<file path="src/cap_pkg.sv">
// Shared types and constants for the circular aperture photometry block.
`timescale 1ns / 1ps
package cap_pkg;
	localparam int NUM_APERTURES_DEF = 4;
	localparam int IMAGE_WIDTH_DEF = 64;
	localparam int IMAGE_HEIGHT_DEF = 64;
	localparam int FLUX_W = 53;
	localparam int VAR_W = 60;
	localparam int ERR_W = 30;
	localparam int CFG_IDX_W = 8;
	localparam int CFG_DATA_W = 12;
	localparam logic [CFG_IDX_W-1:0] REG_FRAC_X = 8'd0;
	localparam logic [CFG_IDX_W-1:0] REG_FRAC_Y = 8'd1;
	localparam logic [CFG_IDX_W-1:0] REG_SUBPIX = 8'd2;
	localparam logic [CFG_IDX_W-1:0] REG_DIAM_0 = 8'd3;
	localparam logic [CFG_IDX_W-1:0] REG_DIAM_1 = 8'd4;
	localparam logic [CFG_IDX_W-1:0] REG_DIAM_2 = 8'd5;
	localparam logic [CFG_IDX_W-1:0] REG_DIAM_3 = 8'd6;

	// Queue entry from front to back: one classified pixel
	typedef struct packed {
		logic signed [23:0] value;
		logic [15:0] rms;
		logic signed [15:0] dx0; // xm - cx + half, 1/512 px
		logic signed [15:0] dy0;
		logic [3:0][1:0] cls; // per aperture: 0 none, 1 sub, 2 full
		logic frame_end;
	} pix_item_t;

	localparam logic [1:0] CLS_NONE = 2'd0;
	localparam logic [1:0] CLS_SUB = 2'd1;
	localparam logic [1:0] CLS_FULL = 2'd2;
endpackage

</file>
<file path="src/cap_queue.sv">
// Small FIFO between the classifier and the accumulator.
`timescale 1ns / 1ps
module cap_queue (
	input  logic clk,
	input  logic arst_n,
	input  logic wr_valid,
	output logic wr_ready,
	input  cap_pkg::pix_item_t wr_item,
	output logic rd_valid,
	input  logic rd_ready,
	output cap_pkg::pix_item_t rd_item
);
	import cap_pkg::*;
	pix_item_t mem_q [4];
	logic [1:0] wp_q, rp_q;
	logic [2:0] cnt_q;
	logic wr, rd;

	assign wr_ready = (cnt_q != 3'd4);
	assign rd_valid = (cnt_q != 3'd0);
	assign wr = wr_valid && wr_ready;
	assign rd = rd_valid && rd_ready;
	assign rd_item = mem_q[rp_q];

	// Advance pointers and count
	always_ff @(posedge clk or negedge arst_n) begin
		if (!arst_n) begin
			wp_q <= '0;
			rp_q <= '0;
			cnt_q <= '0;
		end else begin
			if (wr) wp_q <= wp_q + 2'd1;
			if (rd) rp_q <= rp_q + 2'd1;
			cnt_q <= cnt_q + 3'(wr) - 3'(rd);
		end
	end

	always_ff @(posedge clk) begin
		if (wr) mem_q[wp_q] <= wr_item;
	end
endmodule

</file>
<file path="config.mk">
export PLATFORM = sky130hd
export DESIGN_NAME = cap_queue
export DESIGN_NICKNAME = d
export VERILOG_FILES = /design/src/cap_pkg.sv /design/src/cap_queue.sv
export SDC_FILE = /design/constraint.sdc
export NUM_CORES = 1
export LEC_CHECK = 0
export ABC_AREA = 1
export ABC_CLOCK_PERIOD_IN_PS = 5110
export BUFFER_PORTS_ARGS = -buffer_cell sky130_fd_sc_hd__buf_2
export CAP_MARGIN = 0
export CORE_UTILIZATION = 23
export DETAILED_ROUTE_END_ITERATION = 10
export PLACE_DENSITY = 0.47
export SLEW_MARGIN = 20
export SYNTH_ARGS = -nofsm -noshare
export SYNTH_HDL_FRONTEND = slang
export SYNTH_SLANG_ARGS = --single-unit
</file>
<file path="constraint.sdc">
create_clock -name clk -period 5.11 [get_ports clk]
set_input_delay 0.2555 -clock clk [delete_from_list [all_inputs] [get_ports clk]]
set_output_delay 0.2555 -clock clk [all_outputs]
set_load 0.05 [all_outputs]
</file>
Word level (Yosys, flattened, before mapping)
Memories as Yosys holds them, arrays and structs flattened.
Cells that the tools add are included.
{"block": "word_totals", "reg_bits": 7, "ramBits": 324, "in_bits": 85, "n_memories": 1}
{"name": "mem_q", "words": 4, "width": 81, "rd": 1, "rd_clocked_by_memory_dff": 0, "wr": 1, "line": "cap_queue.sv:14", "source": "pix_item_t mem_q [4];"}
{"block": "op_classes", "add_sub_neg": 4, "eq_ne": 1, "muxes": 2, "reduce_logical": 3}
{"op": "2-bit by 1-bit adder with 2-bit output (second input constant)", "n": 2}
{"op": "3-bit by 1-bit adder with 3-bit output", "n": 1}
{"op": "3-bit != test (second input constant)", "n": 1}
{"op": "3-bit nonzero test", "n": 1}
{"op": "3-bit by 1-bit subtractor with 3-bit output", "n": 1}
{"op": "1-bit logical AND", "n": 2}
{"op": "1-bit 2-to-1 mux", "n": 2}

Longest topological paths before layout
{"block": "depth", "depth_word": 4, "mapped_depth": 12, "mapped_depth_nobuf": 12}

Worst setup path before layout
OpenSTA, ideal clock, no wires.
{"block": "synth_path", "path_kind": "register to register", "start": "reg cnt_q[1]", "end": "mem mem_q[0][0] (netlist name) (enable)", "setup_ns": 0.521, "arrival_ns": 4.532, "required_time_ns": 4.589, "slack_ns": 0.057, "path_stages_with_launch": 5, "n_path_buf": 0, "synth_period_minus_slack_ns": 5.053, "path_cell_list": "dfrtp_1 > nor2_1 > nand2_1 > nand2_1 > nor2_1"}
{"block": "synth_between", "elab_chain_cells": 4}
{"element": "start: declaration", "line": "cap_queue.sv:16", "source": "logic [2:0] cnt_q;"}
{"element": "start signal: assignment", "line": "cap_queue.sv:34", "source": "cnt_q <= cnt_q + 3'(wr) - 3'(rd);"}
{"element": "3-bit != test", "line": "cap_queue.sv:19", "source": "assign wr_ready = (cnt_q != 3'd4);"}
{"element": "via wr_ready", "line": "cap_queue.sv:7", "source": "output logic wr_ready,"}
{"element": "1-bit logical AND", "line": "cap_queue.sv:21", "source": "assign wr = wr_valid && wr_ready;"}
{"element": "1-bit 2-to-1 mux", "line": "cap_queue.sv:39", "source": "if (wr) mem_q[wp_q] <= wr_item;"}
{"element": "1-bit 2-to-1 mux (not written as such)", "line": "cap_queue.sv:39"}
{"element": "end: declaration", "line": "cap_queue.sv:14"}
The timed path passes the listed nets, and every way through them passes these cells.

==> impl_summary.md <==
Outcome
The run finished with clean final reports.

Die
The number of top-level pins is 168. The die width is 241 um. The initial core utilization is 23.3%. The number of rows in the core area is 87. The total area inside the core boundary comes to 0.0564 mm^2. The die covers 0.0580 mm^2.

The vertical die dimension is 241 um.

Synthesis
The synthesized netlist net count is 1175. Summed over all instances, the cell type with the most area after synthesis is edfxtp_1. Yosys attributes the largest share of cell area to edfxtp_1 (74%), nand2_1 (7.5%), nor2_1 (4.8%).

The synthesized instance count is 1083. The synthesis-stage register bit count is 331. The synthesized netlist occupies a cell area of 0.0131 mm^2. The sequential cell area fraction in the yosys report is 75.5%.

In this run, distinct cell masters in the synthesized netlist total 17. The number of synthesis warnings is 0. The fraction of synthesized cell area taken by the top area cell type is 74.2%. The per-instance average area after synthesis is 12.1 um^2.

CTS
The H-tree was split into 2 levels. For this design, the sink count on the clock tree is 331. Once the clock tree was built, the setup fixing pass inserted 0 buffers. In this run, CTS created clock tree buffers numbering 40.

The clock slew seen by the registers of the worst setup and hold paths is 0.05 ns. The number of resized instances in the post-cts repair step is 0. The clock tree from TritonCTS is yes. The cell sitting at the root of the clock tree is a clkbuf_16. Buffers inserted to repair hold after CTS numbered 84. Clock latency on the worst-skew pair, taken at its later pin, is 0.53 ns.

The longest clock path from root to sink contains 3 buffers.

Timing
The count of final hold-check violations is 0. The total count of max-transition violations in the final report is 0. Headroom to the max-slew limit came out at 34.4%. Setup repair after global routing left no endpoint under its margin. After layout, the worst setup slack is 2.22 ns. Setup violations remaining at the end of the flow were counted as 0. The final worst clock skew is 0.0107 ns. Setup total negative slack on the finished layout was measured at 0 ns. The ratio of final minimum period to clock period is 56.5%. The slew at the pin with the worst max-slew slack is 0.981 ns. The time the worst path needs with I/O delays and setup is 2.89 ns. Derived from the worst setup path, the maximum achievable clock frequency is 346 MHz.

Final layout
The post-route netlist has 17.5% of its cells at a drive strength greater than 1. The final net count is 1427. Leaving out fill and tap cells, the most frequent cell in the layout is edfxtp_1. The library cells used most frequently in the layout, excluding fill and tap cells, are edfxtp_1 (324), nand2_1 (262), buf_2 (167). 0 antenna diodes ended up in the layout. Cells fill 29.8% of the core in the end.

From synthesis to final layout, the design area changed by 28.1%.

Critical path
The number of buffer and inverter stages on the critical path is 3. The cell occurring most often along the worst timing path is nand2_1. For this run, the slowest stage of the critical path takes 0.53 ns.

The worst setup path is launched from a flip-flop. The critical path is of the reg -> out type. The slowest cell on the critical path is inv_6. Data on the critical path arrives at its endpoint at 2.63 ns.

The highest net fanout along the worst path is 85. Traced cell by cell, the critical path runs through inv_6, buf_4, nand2_1, nand2_1, buf_2. The critical path required time is 4.85 ns. The cell family with the largest share of critical-path delay is buffers and inverters. The critical path capture point type is a primary output.

Routing
Before antenna repair, the detailed router went through 5 iterations. In the routed layout, each cell is associated on average with a via count of 3.90. Wires add up to 30300 um. The remaining number of nets flagged by the antenna check after routing is 0. The number of DRC markers after the initial detailed-route iteration is 333. For this run, design rule violations remaining after detail routing come to 0. The detailed router placed 8252 vias in this run. The mean routed wirelength per cell is 14.3 um.

Hold path
The worst min-delay path class is in -> async.

GRT
The wire length of the first global-routing pass is 45800 um. The pin count of the biggest net entering global routing is 144. The initial antenna violation count is 2.

Global routing used 10.4% of the available tracks. The via count of the first global-routing pass is 7978. The leftover overflow at the end of global routing is 0.

Place
Detailed placement finished with a half-perimeter wire length of 16200 um. Routability-driven placement finished with a final weighted congestion of 0.714. The number of buffers added on ports is 167. The pre-CTS setup slack is 2.37 ns.

Power and ir drop
In this run the static leakage power is 6.54 nW. Summing internal, switching and leakage power gives 10.9 mW. The worst-case IR drop observed on VDD is 0.290 mV. The power per cell area is 648 mW/mm^2.

Job
The reported max-cap violation count is 0.
## cell type report
type	instances	area (um^2)
clock inverter	18	93.8
inverter	97	370
sequential	331	9910
clock buffer	51	1100
fill	5829	39600
timing repair buffer	262	1810
tap	756	946
multi-input combinational	603	2570
## report_power, final
part / internal (mW) / switching, mW
clock: 1.52 / 1.07
sequential: 3.57 / 0.163
combinational: 0.992 / 3.58
total: 6.08 / 4.81
## layer usage
| layer | GRT usage (%) | up-vias | wire [um] |
|---|---|---|---|
| met2 | 18.1 | 168 | 14600 |
| met4 | 3.32 | 4 | 678 |
| li1 | - | 4155 | - |
| met5 | 0 | - | 23 |
| met1 | 12.4 | 3871 | 13300 |
| met3 | 2.93 | 54 | 1660 |
## sequential cells by signal, summed over array words and instances (netlist names)
signal,count
mem_q,324
rp_q,2
wp_q,2
cnt_q,3
## worst reg2reg max path, cell delays in order, from the launching register on
cell and delay (ns):
dfrtp_1 0.41, nor2_1 0.08, nand2_1 0.11, nand2_1 0.30
nor2_4 0.85, buf_12 0.46
## through the flow
stage	cell area (um^2)	hold WS, ns	instances
6_report	16800	0.0930	2118
3_3_place_gp	14800	0.109	1965
5_1_grt	16800	0.0851	2118
3_5_place_dp	14800	0.112	1965
4_1_cts	16800	0.0517	2118
2_1_floorplan	13100	-0.0401	1083
## path summary, 6_finish.rpt
kind | start | endpoint | slack [ns] | cells after the start
worst max-delay path | rp_q[1] | rd_item[61] | 2.22 | 5
worst min-delay path | arst_n | cnt_q[1] | 0.09 | 2
worst max register to register | cnt_q[1] | mem_q[0][52] | 2.52 | 5
worst min register to register | cnt_q[0] | cnt_q[0] | 0.53 | 1
max in group asynchronous | arst_n | rp_q[0] | 4.83 | 2
min in group clk | wr_item[24] | mem_q[3][24] | 0.47 | 2
## synthesized netlist by cell type, drive strengths merged
cell / n
ha: 6
nand2: 262
buf: 35
clkbuf: 17
inv: 96
nand3: 5
clkinv: 1
fa: 1
edfxtp: 324
o21ai: 162
nor2: 167
dfrtp: 7
## cell families after synthesis
group	Yosys count	synth area share [%]
AO/OA/AOI/OAI	162	6.18
AND/OR/NAND/NOR	434	12.5
flip-flops	331	75.5
adder cells (fa/ha/maj)	7	0.725
buffers and inverters	149	5.14
Power figures use the tool's default switching activity.
