### src/cap_pkg.sv
// Shared types and constants for the circular aperture photometry block.
`timescale 1ns / 1ps
package cap_pkg;
	localparam int NUM_APERTURES_DEF = 4;
	localparam int IMAGE_WIDTH_DEF = 64;
	localparam int IMAGE_HEIGHT_DEF = 64;
	localparam int FLUX_W = 53;
	localparam int VAR_W = 60;
	localparam int ERR_W = 30;
	localparam int CFG_IDX_W = 8;
	localparam int CFG_DATA_W = 12;
	localparam logic [CFG_IDX_W-1:0] REG_FRAC_X = 8'd0;
	localparam logic [CFG_IDX_W-1:0] REG_FRAC_Y = 8'd1;
	localparam logic [CFG_IDX_W-1:0] REG_SUBPIX = 8'd2;
	localparam logic [CFG_IDX_W-1:0] REG_DIAM_0 = 8'd3;
	localparam logic [CFG_IDX_W-1:0] REG_DIAM_1 = 8'd4;
	localparam logic [CFG_IDX_W-1:0] REG_DIAM_2 = 8'd5;
	localparam logic [CFG_IDX_W-1:0] REG_DIAM_3 = 8'd6;

	// Queue entry from front to back: one classified pixel
	typedef struct packed {
		logic signed [23:0] value;
		logic [15:0] rms;
		logic signed [15:0] dx0; // xm - cx + half, 1/512 px
		logic signed [15:0] dy0;
		logic [3:0][1:0] cls; // per aperture: 0 none, 1 sub, 2 full
		logic frame_end;
	} pix_item_t;

	localparam logic [1:0] CLS_NONE = 2'd0;
	localparam logic [1:0] CLS_SUB = 2'd1;
	localparam logic [1:0] CLS_FULL = 2'd2;
endpackage

### src/cap_front.sv
// Front end: pixel position counters and per-aperture area classification.
`timescale 1ns / 1ps
module cap_front #(
	parameter int NUM_APERTURES = 4,
	parameter int IMAGE_WIDTH = 64,
	parameter int IMAGE_HEIGHT = 64
) (
	input  logic clk,
	input  logic arst_n,
	input  logic in_valid,
	output logic in_ready,
	input  logic signed [23:0] pixel_value,
	input  logic [15:0] pixel_rms,
	input  logic [7:0] frac_x,
	input  logic [7:0] frac_y,
	input  logic [2:0] s_eff,
	input  logic [3:0][11:0] diam,
	output logic q_valid,
	input  logic q_ready,
	output cap_pkg::pix_item_t q_item
);
	import cap_pkg::*;
	localparam int CW = $clog2(IMAGE_WIDTH);
	localparam int RW = $clog2(IMAGE_HEIGHT);

	logic [CW-1:0] col_q;
	logic [RW-1:0] row_q;
	logic signed [17:0] cx, cy, xm, ym, ax, bx, ay, by;
	logic [16:0] nx, fx, ny, fy;
	logic [16:0] nx_s1, fx_s1, ny_s1, fy_s1;
	logic [34:0] near2_s2, far2_s2;
	logic signed [23:0] val_s1, val_s2;
	logic [15:0] rms_s1, rms_s2;
	logic signed [15:0] dx_s1, dy_s1, dx_s2, dy_s2;
	logic end_s1, end_s2, v_s1, v_s2;
	logic [8:0] half;
	logic adv, take, last_col, last_row;
	logic [3:0][1:0] cls;
	logic [35:0] r2;
	logic keep;

	// Stall the short pipe when the queue is full
	assign adv = !(v_s2 && !q_ready);
	assign in_ready = adv;
	assign take = in_valid && in_ready;
	assign last_col = (col_q == CW'(IMAGE_WIDTH - 1));
	assign last_row = (row_q == RW'(IMAGE_HEIGHT - 1));

	assign half = 9'(256 >> s_eff);
	assign cx = 18'($signed({1'b0, frac_x, 1'b0})) + 18'(256 * (IMAGE_WIDTH - 1));
	assign cy = 18'($signed({1'b0, frac_y, 1'b0})) + 18'(256 * (IMAGE_HEIGHT - 1));
	assign xm = $signed({1'b0, 17'(col_q) << 9}) - 18'sd256;
	assign ym = $signed({1'b0, 17'(row_q) << 9}) - 18'sd256;
	assign ax = cx - xm;
	assign bx = xm + 18'sd512 - cx;
	assign ay = cy - ym;
	assign by = ym + 18'sd512 - cy;

	// Per-axis nearest and farthest distance
	always_comb begin
		logic [16:0] aa, bb;
		aa = ax[17] ? 17'(-ax) : 17'(ax);
		bb = bx[17] ? 17'(-bx) : 17'(bx);
		fx = (aa > bb) ? aa : bb;
		nx = ax[17] ? 17'(-ax) : (bx[17] ? 17'(-bx) : 17'd0);
		aa = ay[17] ? 17'(-ay) : 17'(ay);
		bb = by[17] ? 17'(-by) : 17'(by);
		fy = (aa > bb) ? aa : bb;
		ny = ay[17] ? 17'(-ay) : (by[17] ? 17'(-by) : 17'd0);
	end

	// Advance raster counters
	always_ff @(posedge clk or negedge arst_n) begin
		if (!arst_n) begin
			col_q <= '0;
			row_q <= '0;
			v_s1 <= 1'b0;
			v_s2 <= 1'b0;
		end else begin
			if (take) begin
				col_q <= last_col ? '0 : col_q + CW'(1);
				if (last_col) row_q <= last_row ? '0 : row_q + RW'(1);
			end
			if (adv) begin
				v_s1 <= take;
				v_s2 <= v_s1;
			end
		end
	end

	// Stage 1 capture, stage 2 squares
	always_ff @(posedge clk) begin
		if (adv) begin
			nx_s1 <= nx; fx_s1 <= fx; ny_s1 <= ny; fy_s1 <= fy;
			val_s1 <= pixel_value; rms_s1 <= pixel_rms;
			dx_s1 <= 16'(xm - cx + 18'(half));
			dy_s1 <= 16'(ym - cy + 18'(half));
			end_s1 <= last_col && last_row;
			near2_s2 <= 35'(nx_s1 * nx_s1) + 35'(ny_s1 * ny_s1);
			far2_s2 <= 35'(fx_s1 * fx_s1) + 35'(fy_s1 * fy_s1);
			val_s2 <= val_s1; rms_s2 <= rms_s1;
			dx_s2 <= dx_s1; dy_s2 <= dy_s1; end_s2 <= end_s1;
		end
	end

	// Classify from the largest used aperture down
	always_comb begin
		keep = 1'b1;
		r2 = '0;
		for (int ap = 3; ap >= 0; ap--) begin
			cls[ap] = CLS_NONE;
			r2 = 36'(diam[ap]) * 36'(diam[ap]) << 8;
			if (keep && ap < NUM_APERTURES) begin
				if (36'(near2_s2) > r2) keep = 1'b0;
				else if (36'(far2_s2) >= r2) cls[ap] = CLS_SUB;
				else cls[ap] = CLS_FULL;
			end
		end
	end

	assign q_valid = v_s2;
	always_comb begin
		q_item.value = val_s2;
		q_item.rms = rms_s2;
		q_item.dx0 = dx_s2;
		q_item.dy0 = dy_s2;
		q_item.cls = cls;
		q_item.frame_end = end_s2;
	end
endmodule

### config.mk
export PLATFORM = sky130hd
export DESIGN_NAME = cap_front
export DESIGN_NICKNAME = d
export VERILOG_FILES = /design/src/cap_pkg.sv /design/src/cap_front.sv
export SDC_FILE = /design/constraint.sdc
export NUM_CORES = 2
export LEC_CHECK = 0
export BUFFER_PORTS_ARGS = -buffer_cell sky130_fd_sc_hd__buf_2
export CAP_MARGIN = 30
export CORE_MARGIN = 2
export CORE_UTILIZATION = 30
export CTS_CLUSTER_SIZE = 20
export DETAILED_ROUTE_END_ITERATION = 6
export SLEW_MARGIN = 20
export SYNTH_ARGS = -nofsm -noshare
export SYNTH_HDL_FRONTEND = slang
export SYNTH_SLANG_ARGS = --single-unit
export TNS_END_PERCENT = 1
### constraint.sdc
create_clock -name clk -period 8.85 [get_ports clk]
set_input_delay 1.3275 -clock clk [delete_from_list [all_inputs] [get_ports clk]]
set_output_delay 1.3275 -clock clk [all_outputs]
set_load 0.02 [all_outputs]
### Yosys cells after proc, flatten, opt, wreduce, memory -nomap -nowiden

Index checks and enable logic that the tools add are counted.

* logic and storage cells: 97
* input port bits: 111
* bits in registers: 298
* output and inout port bits: 83

* reduce and logical (&&, ||, !) cells: 6
* order comparisons: 10
* $add $sub $neg: 22
* shift operators: 1
* mux-type cells: 28
* equality and inequality tests: 2
* multipliers: 8

Operators with widths (count)
* $mux W17: 10
* $ge A35 B32 Y1: 4
* $gt A35 B32 Y1: 4
* $mul A17 B17 Y34: 4
* $mul A12 B12 Y24: 4
* $add A34 B34 Y35: 2
* $neg A17 Y17: 4
* $sub A17 B16 Y18: 2
* $add A16 B11 Y17 const B: 2
* $gt A17 B17 Y1: 2
* $sub A16 B16 Y17: 2
* $add A16 B10 Y16: 2
* $sub A15 B9 Y16 const B: 2
* $sub A16 B16 Y16: 2
* $add A9 B14 Y15 const B: 2
* $mux W2: 11
* $add A6 B1 Y6 const B: 2
* $eq A6 B6 Y1 const B: 2
* $mux W6: 2
* $shr A9 B3 Y9 const A: 1
* $mux W1: 5
* $logic_and A1 B1 Y1: 3
* $logic_not A1 Y1: 2
* $reduce_and A2 Y1: 1

### Logic depth before layout (Yosys ltp)

* depth after elaboration: 7
* gate-level depth with buffers: 34

### Worst setup path after synthesis

No wires, ideal clock.

* path type: in2out
* start: input diam[15] (netlist bit)
* end: output q_item[1] (netlist bit)
* path slack: -1.029 ns
* data required time: 7.523 ns
* buffers on the path: 1
* data arrival time: 8.552 ns
* cell stages on the path: 30
* cells stage by stage: clkbuf_1 nand2_1 inv_1 fa_1 fa_1 inv_1 fa_1 inv_1 fa_1 inv_1 fa_1 inv_1 ha_1 or4_1 o211a_1 o31ai_1 a21oi_1 a41o_1 or4_1 a31o_2 a21oi_1 xnor2_1 ha_1 and3_1 nand3_1 o211ai_1 a211oi_1 a21oi_1 a21o_1 nor3b_1

RTL lines
* start, declared: line cap_front.sv:17 `input logic [3:0][11:0] diam,`
* end, declared: line cap_front.sv:20 `output cap_pkg::pix_item_t q_item`

==> metrics.cfg <==
[sta]
finalCritPeriodShare_pct = 108.2
finalClockSkew_ps = 30.26
slew_violations = 0
min_period_ps = 9572
rsz0062_at_grt = yes
worstMarginPinSlew_ps = 1034
setup_viol = 8
relSlewSlack_pct = 30.53
hold_viol = 0
worst_slack_ps = -721.7
fmax_ghz = 0.1045

[global_routing]
gr-usage-met2_pct = 24.18
grt_max_degree = 71
use_met1_pct = 20.46
grt_use_total_pct = 14.76
grt_overflow_total = 0
grt_pass1_wl_mm = 260.8
grt_util_met3_pct = 2.148
antenna_found_initial = 16
gr-max-usage-layer = met2
grt_pass1_vias = 49700

[critical_path]
crit_start = diam[15]
startpoint_type = primary input
setup.worst_path.end = q_item[1]
critical_path_class = in2out
critPathMaxFanout = 6
worstRegToRegCells = 26
slowest_delay_ps = 550
cp_data_arrival_time_ps = 8240
cp-end-kind = output pin
worstReg2RegStart = nx_s1[8]
crit_slowest_cell = fa_2
cp.required_ps = 7520
rr_endpoint = near2_s2[34]
reg2reg_slack_ps = 400

[finish]
area_growth_pct = 15.88
postLayoutCoreUtil_pct = 35.02
multiInputGateArea_sq_mm = 0.04946
seq_area_sq_mm = 0.008518
finish.instance_area_sq_mm = 0.07443
nets = 9437
nFillCells = 21560
drive_gt1_share_pct = 13.56

[placement]
place.gp.congestion = 0.9040
dp_hpwl_mm = 137.6
postPlaceCellArea_sq_mm = 0.07186
io_buffers = 191

[clock_network]
clockBufferDepth = 3
clk_pin_slew_ps = 60
clk_latency_ps = 580
htreeDepth = 2
cts_sinks = 286
cts_made_buffers = 35
cts_tree = built
cts_root_buf = clkbuf_16
hold_buffers = 0

[synthesis]
synth_compound_area_share_pct = 6.557
yosysSeqAreaShare_pct = 13.26
ys_types = 85
synth_xor_area_share_pct = 4.295
synthAdderAreaFrac_pct = 51.98
yosys.area_share.simple_pct = 11.99
yosysWarnings = 0
syn_area_sq_mm = 0.06423
async_reset_ff_share_pct = 4.895
synth_seq_cells = 286
postSynthCellCount = 6742
avgSynthCellArea_sq_um = 9.527
synthFlopType = edfxtp_1
synthMuxAreaShare_pct = 0.5941
synth_edf_count = 272
synth_top_family_by_area = adder cells

[drt]
drt-pass1-iter-count = 6
viasPerCell = 4.555
wl_per_cell_um = 15.56
num_vias = 46350
drtAntennaViolNets = 0
drt_wl_total_mm = 158.3
dr.first_iter.drc_count = 2242
drcViolationCount = 0

[status]
status = finished, violations left
violations = setup timing

[die]
num_rows = 169
core_sq_mm = 0.2125
start_util_pct = 30.23
dieArea_sq_mm = 0.2178
dieHeight_um = 466.7
io_pins = 194
die_x_um = 466.7

[min_path]
min_path_type = reg2reg

[flow_run]
max_cap_violations = 0

-- layer usage --
| metal | up-vias | part of all wire, % |
|---|---|---|
| met4 | 24 | 2.7 |
| met2 | 1009 | 46 |
| met5 | - | 0.10 |
| met1 | 23050 | 46 |
| met3 | 222 | 5.4 |
| li1 | 22040 | - |
-- worst min path at each step --
| stage | startpoint | to | cells after the start |
|---|---|---|---|
| global placement | rms_s1[1] | rms_s2[1] | 0 |
| detailed placement | val_s1[19] | val_s2[19] | 0 |
| global route | dy_s1[2] | dy_s2[2] | 0 |
| finish | dy_s1[3] | dy_s2[3] | 0 |
| CTS | val_s1[18] | val_s2[18] | 0 |
| floorplan | dx_s1[10] | dx_s2[10] | 0 |
-- critical path: cells and delay by family --
kind	cells	cell delay, ps
xor gates and xnor gates	1	150
AOI/OAI and AO/OA	10	1990
and+or+nand+nor	7	1830
adders and majority gates	7	2460
buffers and inverters	5	500
-- layout by cell type (no fill, tap or decap), types with 26 or more instances in the layout --
master and n:
o21a_1 31, buf_4 506, inv_1 1749, buf_2 162, buf_6 26, a21o_1 108, fa_1 1094, nor2_1 192
a21oi_1 186, and2_1 400, nand2b_1 57, ha_1 869, nor2b_1 54, o21ai_0 131, nand3_1 63, nor3_1 52
nand2_1 450, clkbuf_16 35, mux2i_1 28, edfxtp_1 272, nand4_1 46, xor2_1 99, xnor2_1 202
-- sequential cells by signal (all words and copies together) (netlist names) --
register,count
fx_s1,16
val_s2,24
dy_s1,15
dy_s2,15
col_q,6
end_s2,1
end_s1,1
rms_s2,16
dx_s1,15
far2_s2,33
ny_s1,16
nx_s1,16
dx_s2,15
v_s1,1
val_s1,24
q_valid,1
fy_s1,16
near2_s2,33
rms_s1,16
row_q,6
-- repair_timing --
item | 4_1_cts | 5_1_grt
pin swaps | 151 | 80
buffers inserted | 26 | 8
resized for setup | 202 | 61
setup endpoints to repair | 8 | 11
cloned | 0 | 0
-- Yosys cell counts, types with 11 or more instances --
library cell  instances  area share [%]
or2_2                16            0.16
or3_1                24            0.23
a211oi_1             24            0.28
a31oi_1              17            0.17
edfxtp_1            272              13
o21ai_0             146             1.1
nand2b_1             58            0.56
mux2i_1              28            0.44
xor2_1              105             1.4
o211ai_1             12            0.14
a21o_1              109             1.3
or4_1                11            0.13
o21bai_1             20            0.23
nand2_1             467             2.7
clkbuf_1            148            0.86
xnor2_1             210             2.9
nand3_1              69            0.54
inv_1              1763              10
nor4_1               18            0.18
and2_1              420             4.1
fa_1               1103              34
ha_1                897              17
nor2b_1              54            0.53
nor3_1               57            0.44
o21a_1               32            0.37
nand4_1              46            0.45
a21oi_1             204             1.6
o31ai_1              12            0.14
nor2_1              198             1.2
and3_1               25            0.24
dfrtp_1              14            0.55
-- cell type report --
class	instances	area share (%)
multi-input cells	4531	66.46
repair buffers	706	6.848
diodes	4	0.01345
well taps	2821	4.742
flip-flops and latches	286	11.44
inverters	1766	8.906
clock inverters	23	0.3850
clock buffers	38	1.205
-- cell families (layout without fill, tap and decap cells) --
family / count (synthesis) / count (layout)
compound gates: 668 / 668
xor+xnor: 315 / 315
fa+ha+maj: 2008 / 2008
buf+inv: 1928 / 2533
flops: 286 / 286
mux: 37 / 37
other cells: 1 / 8
simple gates: 1499 / 1499
-- metrics by stage --
stage          instances  hold slack (ps)  setup slack [ps]  setup TNS, ps
2_1_floorplan       6745            400.3            -769.8          -5435
3_3_place_gp       10080            400.2             -1459          -9972
3_5_place_dp       10080            404.5             -1479         -10220
4_1_cts            10160            417.6            -723.0          -5348
5_1_grt            10170            420.0            -992.8          -7692
6_report           10180            413.0            -721.7          -5392
Power is not shown: default switching activity piles up to over one toggle a cycle in this logic, so the estimate is an artifact.
